[config.mk]
export PLATFORM = sky130hd
export DESIGN_NAME = keyed_slot_queue
export DESIGN_NICKNAME = d
export VERILOG_FILES = /design/src/sv/ksq_pkg.sv /design/src/sv/ksq_ram.sv /design/src/sv/keyed_slot_queue.sv
export VERILOG_INCLUDE_DIRS = /design/src /design/src/sv
export SDC_FILE = /design/constraint.sdc
export NUM_CORES = 2
export LEC_CHECK = 0
export BUFFER_PORTS_ARGS = -buffer_cell sky130_fd_sc_hd__buf_2
export CAP_MARGIN = 20
export CORE_ASPECT_RATIO = 0.7
export CORE_UTILIZATION = 56
export DETAILED_ROUTE_END_ITERATION = 6
export PLACE_DENSITY = 0.76
export SETUP_SLACK_MARGIN = 0.02
export SLEW_MARGIN = 40
export SYNTH_ARGS = -nofsm -noshare
export SYNTH_HDL_FRONTEND = slang
export SYNTH_SLANG_ARGS = --single-unit
[constraint.sdc]
create_clock -name clk -period 6.4 [get_ports clk]
set_clock_uncertainty 0.1 [all_clocks]
set_input_delay 0.64 -clock clk [delete_from_list [all_inputs] [get_ports clk]]
set_output_delay 0.64 -clock clk [all_outputs]
set_load 0.03 [all_outputs]
[src/sv/keyed_slot_queue_macros.svh]
// Assertion helpers for the keyed slot queue.
`ifndef KEYED_SLOT_QUEUE_MACROS_SVH
`define KEYED_SLOT_QUEUE_MACROS_SVH

// Check that a condition holds at every clock edge out of reset.
`define KSQ_ASSERT_ALWAYS(label, cond, msg) \
  label: assert property (@(posedge clk) disable iff (rst) (cond)) else $error(msg);

// Check that a trigger implies a consequence in the same cycle.
`define KSQ_ASSERT_IMPL(label, trig, cons, msg) \
  label: assert property (@(posedge clk) disable iff (rst) (trig) |-> (cons)) else $error(msg);

// Check that a trigger implies a consequence in the next cycle.
`define KSQ_ASSERT_NEXT(label, trig, cons, msg) \
  label: assert property (@(posedge clk) disable iff (rst) (trig) |=> (cons)) else $error(msg);

`endif

[src/sv/ksq_pkg.sv]
package ksq_pkg;

  localparam int CMD_W        = 2;
  localparam int FRAME_W      = 10;
  localparam int SUBFRAME_W   = 4;
  localparam int PAYLOAD_W    = 64;
  localparam int START_W      = 4;
  localparam int SLOT_INDEX_W = 4;

  typedef enum logic [CMD_W-1:0] {
    CMD_ADD       = 2'd0,
    CMD_FIND      = 2'd1,
    CMD_FIND_NEXT = 2'd2,
    CMD_DELETE    = 2'd3
  } cmd_t;

  // One stored slot: key and opaque packet content.
  typedef struct packed {
    logic [FRAME_W-1:0]    frame;
    logic [SUBFRAME_W-1:0] subframe;
    logic [PAYLOAD_W-1:0]  payload;
  } entry_t;

endpackage

[src/sv/ksq_ram.sv]
module ksq_ram #(
  parameter int WIDTH = 8,
  parameter int DEPTH = 16
) (
  input  logic                                   clk,
  input  logic                                   wr_en,
  input  logic [((DEPTH > 1) ? $clog2(DEPTH) : 1)-1:0] wr_addr,
  input  logic [WIDTH-1:0]                       wr_data,
  input  logic                                   rd_en,
  input  logic [((DEPTH > 1) ? $clog2(DEPTH) : 1)-1:0] rd_addr,
  output logic [WIDTH-1:0]                       rd_data
);

  logic [WIDTH-1:0] mem [DEPTH];

  always_ff @(posedge clk) begin
    if (wr_en) begin
      mem[wr_addr] <= wr_data;
    end
    if (rd_en) begin
      rd_data <= mem[rd_addr];
    end
  end

endmodule

[src/sv/keyed_slot_queue.sv]
// Keyed slot queue: slot table of packets keyed by (frame, subframe).
// Add walks taken slots to the first free one; find and find next scan slots below used_length;
// delete scans below used_length, then trims trailing free slots from the used length.
// One transaction at a time; the next command can be taken in the cycle after the result registers.
// Reset (rst, synchronous): all slots free, used length zero, no result pending.
module keyed_slot_queue #(
  parameter int QUEUE_DEPTH = 16
) (
  input  logic                                clk,
  input  logic                                rst,
  // Command channel
  input  logic                                cmd_valid,
  output logic                                cmd_ready,
  input  logic [ksq_pkg::CMD_W-1:0]           cmd,
  input  logic [ksq_pkg::FRAME_W-1:0]         frame_number,
  input  logic [ksq_pkg::SUBFRAME_W-1:0]      subframe_number,
  input  logic [ksq_pkg::PAYLOAD_W-1:0]       packet_payload,
  input  logic [ksq_pkg::START_W-1:0]         start_index,
  // Result channel
  output logic                                result_valid,
  input  logic                                result_ready,
  output logic                                accepted,
  output logic                                found,
  output logic [ksq_pkg::SLOT_INDEX_W-1:0]    slot_index,
  output logic [ksq_pkg::PAYLOAD_W-1:0]       found_payload
);

`include "keyed_slot_queue_macros.svh"

  // Slot address width, used-length width (holds QUEUE_DEPTH itself), and
  // common widths for comparing against the fixed-width ports.
  localparam int IDX_W = (QUEUE_DEPTH > 1) ? $clog2(QUEUE_DEPTH) : 1;
  localparam int CNT_W = $clog2(QUEUE_DEPTH + 1);
  localparam int CMP_W = (CNT_W > ksq_pkg::START_W) ? CNT_W : ksq_pkg::START_W;
  localparam int SI_W  = (IDX_W > ksq_pkg::SLOT_INDEX_W) ? IDX_W : ksq_pkg::SLOT_INDEX_W;
  localparam int ENTRY_W = $bits(ksq_pkg::entry_t);

  typedef enum logic [5:0] {
    ST_IDLE = 6'b000001,  // wait for a command
    ST_ADD  = 6'b000010,  // walk taken flags for the first free slot
    ST_KEY  = 6'b000100,  // latch the key of the find-next start slot
    ST_SCAN = 6'b001000,  // stream slots through the key comparator
    ST_TRIM = 6'b010000,  // shrink used length past trailing free slots
    ST_DONE = 6'b100000   // hand the result to the output register
  } state_t;

  state_t               state;
  ksq_pkg::cmd_t        op;
  logic [QUEUE_DEPTH-1:0] slot_taken;
  logic [CNT_W-1:0]     used_length;
  logic [CNT_W-1:0]     ptr;
  logic                 cmp_valid;
  logic [IDX_W-1:0]     cmp_idx;
  logic [ksq_pkg::FRAME_W-1:0]    key_frame;
  logic [ksq_pkg::SUBFRAME_W-1:0] key_subframe;
  logic [ksq_pkg::PAYLOAD_W-1:0]  add_payload;

  // Staged result, moved to the output register from ST_DONE.
  logic                              res_accepted;
  logic                              res_found;
  logic [ksq_pkg::SLOT_INDEX_W-1:0]  res_index;
  logic [ksq_pkg::PAYLOAD_W-1:0]     res_payload;

  // Slot RAM signals
  logic                 ram_wr_en;
  logic [IDX_W-1:0]     ram_wr_addr;
  ksq_pkg::entry_t      ram_wr_data;
  logic                 ram_rd_en;
  logic [IDX_W-1:0]     ram_rd_addr;
  ksq_pkg::entry_t      ram_rd_data;

  logic                 cmd_fire;
  logic                 start_ok;
  logic [IDX_W-1:0]     ptr_idx;
  logic [IDX_W-1:0]     start_idx;
  logic [CNT_W-1:0]     start_after;
  logic                 add_stop;
  logic                 add_ok;
  logic                 issue;
  logic                 hit;
  logic [IDX_W-1:0]     trim_idx;
  logic [SI_W-1:0]      add_index_ext;
  logic [SI_W-1:0]      hit_index_ext;

  assign cmd_ready = (state == ST_IDLE);
  assign cmd_fire  = cmd_valid && cmd_ready;

  always_comb begin
    ptr_idx     = ptr[IDX_W-1:0];
    start_idx   = IDX_W'(start_index);
    start_ok    = CMP_W'(start_index) < CMP_W'(used_length);
    start_after = CNT_W'(CMP_W'(start_index) + CMP_W'(1));
    // Add stops at the used length or at the first free slot below it.
    add_stop    = (ptr == used_length) || !slot_taken[ptr_idx];
    add_ok      = ptr < CNT_W'(QUEUE_DEPTH);
    issue       = ptr < used_length;
    hit         = cmp_valid && slot_taken[cmp_idx] &&
                  (ram_rd_data.frame == key_frame) &&
                  (ram_rd_data.subframe == key_subframe);
    trim_idx    = IDX_W'(used_length - CNT_W'(1));
    add_index_ext = SI_W'(ptr_idx);
    hit_index_ext = SI_W'(cmp_idx);

    ram_wr_en            = (state == ST_ADD) && add_stop && add_ok;
    ram_wr_addr          = ptr_idx;
    ram_wr_data.frame    = key_frame;
    ram_wr_data.subframe = key_subframe;
    ram_wr_data.payload  = add_payload;

    // Read port: start-slot key for find next, else the scan pointer.
    if (state == ST_IDLE) begin
      ram_rd_en   = cmd_fire && (cmd == ksq_pkg::CMD_FIND_NEXT) && start_ok;
      ram_rd_addr = start_idx;
    end else begin
      ram_rd_en   = (state == ST_SCAN) && issue;
      ram_rd_addr = ptr_idx;
    end
  end

  ksq_ram #(
    .WIDTH (ENTRY_W),
    .DEPTH (QUEUE_DEPTH)
  ) u_slot_ram (
    .clk     (clk),
    .wr_en   (ram_wr_en),
    .wr_addr (ram_wr_addr),
    .wr_data (ram_wr_data),
    .rd_en   (ram_rd_en),
    .rd_addr (ram_rd_addr),
    .rd_data (ram_rd_data)
  );

  // Sequencer and table control state
  always_ff @(posedge clk) begin
    if (rst) begin
      state        <= ST_IDLE;
      slot_taken   <= '0;
      used_length  <= '0;
      cmp_valid    <= 1'b0;
      result_valid <= 1'b0;
    end else begin
      // Drop the output once the downstream side takes it, unless a new
      // result is loaded in the same cycle.
      if (result_valid && result_ready && (state != ST_DONE)) begin
        result_valid <= 1'b0;
      end

      unique case (state)
        ST_IDLE: begin
          if (cmd_fire) begin
            op        <= ksq_pkg::cmd_t'(cmd);
            cmp_valid <= 1'b0;
            priority case (ksq_pkg::cmd_t'(cmd))
              ksq_pkg::CMD_ADD: begin
                ptr   <= '0;
                state <= ST_ADD;
              end
              ksq_pkg::CMD_FIND_NEXT: begin
                // Out-of-range start answers not-found at once.
                ptr   <= start_after;
                state <= start_ok ? ST_KEY : ST_DONE;
              end
              default: begin
                ptr   <= '0;
                state <= ST_SCAN;
              end
            endcase
          end
        end

        ST_ADD: begin
          if (add_stop) begin
            if (add_ok) begin
              slot_taken[ptr_idx] <= 1'b1;
              if (ptr == used_length) begin
                used_length <= used_length + CNT_W'(1);
              end
            end
            state <= ST_DONE;
          end else begin
            ptr <= ptr + CNT_W'(1);
          end
        end

        ST_KEY: begin
          state <= ST_SCAN;
        end

        ST_SCAN: begin
          // One slot enters the comparator per cycle, in the cycle after its read.
          if (issue) begin
            ptr <= ptr + CNT_W'(1);
          end
          cmp_idx <= ptr_idx;
          if (hit && (op == ksq_pkg::CMD_DELETE)) begin
            slot_taken[cmp_idx] <= 1'b0;
          end
          if (hit && (op != ksq_pkg::CMD_DELETE)) begin
            cmp_valid <= 1'b0;
            state     <= ST_DONE;
          end else begin
            cmp_valid <= issue;
            if (!issue && !cmp_valid) begin
              state <= (op == ksq_pkg::CMD_DELETE) ? ST_TRIM : ST_DONE;
            end
          end
        end

        ST_TRIM: begin
          if ((used_length != '0) && !slot_taken[trim_idx]) begin
            used_length <= used_length - CNT_W'(1);
          end else begin
            state <= ST_DONE;
          end
        end

        ST_DONE: begin
          // Advance only when the output register is free.
          if (!result_valid || result_ready) begin
            result_valid <= 1'b1;
            state        <= ST_IDLE;
          end
        end

        default: begin
          state <= ST_IDLE;
        end
      endcase
    end
  end

  // Command fields and staged result; payload registers need no reset.
  always_ff @(posedge clk) begin
    if (cmd_fire) begin
      key_frame    <= frame_number;
      key_subframe <= subframe_number;
      add_payload  <= packet_payload;
      res_accepted <= 1'b0;
      res_found    <= 1'b0;
      res_index    <= '0;
      res_payload  <= '0;
    end
    if (state == ST_ADD && ram_wr_en) begin
      res_accepted <= 1'b1;
      res_index    <= add_index_ext[ksq_pkg::SLOT_INDEX_W-1:0];
    end
    if (state == ST_KEY) begin
      // Hold the stored key of the start slot as the search key.
      key_frame    <= ram_rd_data.frame;
      key_subframe <= ram_rd_data.subframe;
    end
    if (state == ST_SCAN && hit && (op != ksq_pkg::CMD_DELETE)) begin
      res_found   <= 1'b1;
      res_index   <= hit_index_ext[ksq_pkg::SLOT_INDEX_W-1:0];
      res_payload <= ram_rd_data.payload;
    end
    if (state == ST_DONE && (!result_valid || result_ready)) begin
      accepted      <= res_accepted;
      found         <= res_found;
      slot_index    <= res_index;
      found_payload <= res_payload;
    end
  end

  // Assertions
  `KSQ_ASSERT_ALWAYS(a_used_in_range, used_length <= CNT_W'(QUEUE_DEPTH), "used length beyond depth")
  `KSQ_ASSERT_IMPL(a_trim_done, (state == ST_DONE) && (op == ksq_pkg::CMD_DELETE), (used_length == '0) || slot_taken[trim_idx], "delete left a free trailing slot")
  `KSQ_ASSERT_NEXT(a_busy_after_cmd, cmd_fire, !cmd_ready, "new transaction taken while busy")
  `KSQ_ASSERT_ALWAYS(a_add_or_find, !(result_valid && accepted && found), "result both accepted and found")

endmodule
==> results summary <==
After the last flow step, the layout net total stands at 3057. The final routed wirelength across all metal layers is about 130000 um. The proportion of synthesized flip-flops having asynchronous set or reset came out at 0.

The clock transition at the registers of the reported paths is 0.07 ns. The maximum single-stage delay on the critical path came out at between 0.8 and 0.9 ns. The area of the die is 0.108 sq mm. The worst setup path is launched from a register.

The peak ir drop on the vdd network came out at 0.350 mV. In the final layout, the share of cells above drive strength 1 is 0.255. For this block, the initial DRC count from the detailed router was 3351. The number of detailed-routing iterations run before antenna repair came out at 5. During placement, the flow inserted port buffers numbering 159. The register bit total from synthesis came out at 1584.

Routability-driven placement finished with a final weighted congestion of 0.868. The count of H-tree levels built during CTS came out at 4. Counting distinct cell types in the post-synthesis netlist gives 68. In this run the cell area of the synthesized design comes to ~0.06 sq mm.

The standard-cell row count is approximately 100. The number of antenna-violating nets in the routed design is 0. The endpoint required time on the critical path is 6.71 ns.

The part of the total power dissipated in combinational logic came out at 0.098. TritonCTS built the clock tree. The peak clock frequency supported by timing is 223 MHz. The number of global-route vias before repair was 29600. The number of ports placed on the die boundary is 160.

Summing all non-filler instances in the final layout gives an area of 0.0673 sq mm. STA classifies the critical path endpoint as a register. The root cell of the clock tree is clkbuf_16. The critical path's top delay family is simple AND/OR/NAND/NOR gates.

The critical path contains buffers and inverters numbering 2 combined. For flop-to-flop paths, the worst setup slack is 1.91 ns. The sequential share of power is 0.525. The finished layout holds 4481 standard cells, fillers aside. The number of enable flip-flop cells after synthesis came out at 1553. Tracing the worst setup path back leads to its startpoint at ptr[0]. The overall die width came out at 392 um. Of the total power, the share spent switching nets is 0.234.

The net load switching power is roughly 5400 uW. The overall die height is 275 um. At the later pin of the worst-skew pair, clock insertion delay measures roughly 0.80 ns. The total negative slack for setup checks is 0 ns. The count of synthesis-stage warnings from yosys came out at 0. The max-cap violation count is 0. By startpoint and endpoint, the worst setup path is classified as register to register. The leakage power came out at approximately 0.022 uW. For this design the ratio of total power to cell area is between 300 and 400 mW/mm^2. TritonCTS created between 100 and 150 clock buffers. The endpoint of the worst setup timing path is u_slot_ram.mem[1][18]. The maximum number of pins on one net before global-route repair is 104.

The max-slew violation count was 0. Data on the critical path arrives at its endpoint at 4.80 ns. Setup repair after global routing left no endpoint under its margin. The final count of hold timing violations is 0.

The global route total overflow is 0. The slew at the pin closest to its max-slew limit came out at 0.855 ns. The normalized max-slew margin came out at 0.430. The number of setup violations in the final report came out at 0. The tree built by TritonCTS fans out to 1584 sinks. In this run the cell area measured after placement is 0.0619 sq mm. The internal portion of the total power is 17600 uW. Among all flip-flop cells after synthesis, the most frequent one is edfxtp_1.

The count of buffers added by post-CTS timing repair for setup is 0. In this run the deepest clock path goes through 3 buffers. The final critical-path required period is ~4.5 ns. The count of inserted antenna diode cells came out at 0. The slowest stage of the critical path is the edfxtp_1 cell. A synthesized cell averages between 20 and 25 sq um. Walking the worst path, the cells encountered are inv_1 -> ha_1 -> and3_1 -> nand3_1 -> o211a_1 -> nor4_1 -> and2_4 -> buf_4. The initial utilization of the core area, before any placement, comes to 0.568.

The share of total power dissipated in the clock network is 0.377. In the global route stage, overall resource usage came out at 0.256. The register area share after synthesis came out at 0.794. The vias per cell is 6.43. The cell depth of the worst setup path is 8. The worst register-to-register path has a depth of 8. Along the worst path, the maximum fanout reaches 34.

The standard cell core area is 0.105 sq mm. The initial antenna violation count came out at 3. The worst register-to-register path begins at ptr[0].

After detailed routing, the number of remaining DRC violations is 0. In this run the worst hold path is classified as input pin to register. The number of cells after detailed placement is between 4000 and 5000. In this run the critical register-to-register path is captured at u_slot_ram.mem[1][18]. The average wire length per cell after detail routing came out at 30.1 um. Of the available clock period, the critical path in the final layout requires 0.702. The synthesized netlist cell count came out at 2645. The wire length of the first global-routing pass came out at 197000 um. The HPWL reported at the end of detailed placement came out at 72400 um. The number of nets in the synthesized netlist is approximately 2700. The area growth from synthesis to layout is 13.1%. The via count is 28800. The flow ran to the end, and the final reports show no timing, DRC or antenna violations. At the end of the flow the core is filled with cells to 0.643.
-- layer usage --
| metal | vias to the layer above | part of all wire | GRT usage |
|---|---|---|---|
| met5 | - | 0.000059 | 0 |
| li1 | 11700 | - | - |
| met1 | 15100 | 0.39 | 0.361 |
| met3 | 226 | 0.095 | 0.0470 |
| met2 | 1781 | 0.49 | 0.414 |
| met4 | 2 | 0.024 | 0.0762 |
-- power by group through the flow --
stage	sequential, uW	clock (uW)	combinational (uW)
5_1_grt	12100	9130	2390
4_1_cts	12100	8740	2250
3_5_place_dp	12300	0	2170
6_report	12100	8670	2250
2_1_floorplan	12200	0	1720
3_3_place_gp	12300	0	2120
-- cells in the mapped netlist, types with 9 or more instances --
library cell | n | area [sq um]
nand4_1 | 9 | 56.3
nor2_1 | 32 | 120
mux4_2 | 301 | 6780
o21ai_0 | 10 | 50.1
nand3_1 | 21 | 105
a22oi_1 | 157 | 1180
and2_1 | 75 | 469
buf_2 | 62 | 310
nand2_1 | 104 | 390
clkbuf_1 | 22 | 82.6
buf_6 | 12 | 135
xnor2_1 | 20 | 175
a21oi_1 | 13 | 65.1
edfxtp_1 | 1553 | 46600
ha_1 | 16 | 200
mux4_1 | 20 | 526
inv_1 | 21 | 78.8
dfxtp_1 | 31 | 621
a211oi_1 | 14 | 105
nor3_1 | 10 | 50.1
mux2_2 | 15 | 169
buf_12 | 11 | 220
-- final cells by class --
type / instances / area, sq um
Multi-Input combinational cell: 913 / 11400
Clock inverter: 94 / 1050
Sequential cell: 1584 / 47300
Tap cell: 1414 / 1770
Inverter: 23 / 116
Timing Repair Buffer: 288 / 2130
Clock buffer: 165 / 3660
Fill cell: 6655 / 37400
-- cells by family (layout without fill, tap and decap cells) --
family / count (synthesis) / after routing / synth area share
flip-flops: 1584 / 1584 / 0.794
multiplexers: 345 / 345 / 0.127
AND/OR/NAND/NOR: 294 / 294 / 0.0255
AO/OA/AOI/OAI: 235 / 235 / 0.0292
buffers and inverters: 148 / 570 / 0.0173
XOR/XNOR: 23 / 23 / 0.00338
adder cells (fa/ha/maj): 16 / 16 / 0.00336
-- metrics by stage --
stage / hold WS [ns] / power (uW) / worst slack, ns
CTS: 0.0122 / 23100 / 1.98
global route: 0.0327 / 23600 / 1.75
floorplan: 0.300 / 13900 / 1.21
finish: 0.0466 / 23000 / 1.91
detailed placement: 0.305 / 14500 / 2.00
global placement: 0.304 / 14400 / 2.05
-- cells in the final DEF (no fill, tap or decap), types with 13 or more instances in the layout --
cell,count
edfxtp_1,1553
mux4_2,301
buf_2,159
a22oi_1,157
clkbuf_16,143
nand2_1,101
and2_1,66
dlygate4sd3_1,64
buf_4,47
nor2_1,32
clkinv_1,32
dfxtp_1,31
clkbuf_1,22
clkinv_2,22
nand3_1,21
xnor2_1,20
mux4_1,20
bufinv_16,17
ha_1,16
mux2_2,15
a211oi_1,14
buf_12,14
inv_1,13
a21oi_1,13
-- how the worst min path moves through the flow --
stage / start / end / slack (ns) / cells after the start
detailed placement: res_payload[26] / found_payload[26] / 0.30 / 0
floorplan: res_payload[0] / found_payload[0] / 0.30 / 0
CTS: result_ready / result_valid / 0.01 / 3
finish: packet_payload[11] / add_payload[11] / 0.05 / 1
global route: packet_payload[11] / add_payload[11] / 0.03 / 1
global placement: res_payload[44] / found_payload[44] / 0.30 / 0
-- timing repair --
item,in CTS,in global routing
gates resized for setup,0,0
hold buffers,64,0
endpoints found under the hold margin,64,0
-- flip-flops by register name (all words and copies together), names as in the netlist, 5 cells and up --
| register | flops |
|---|---|
| found_payload | 64 |
| slot_taken | 16 |
| add_payload | 64 |
| state | 6 |
| ptr | 5 |
| res_payload | 64 |
| used_length | 5 |
| u_slot_ram.rd_data | 78 |
| key_frame | 10 |
| u_slot_ram.mem | 1248 |
Note: power is estimated with default switching activity, not from simulation.
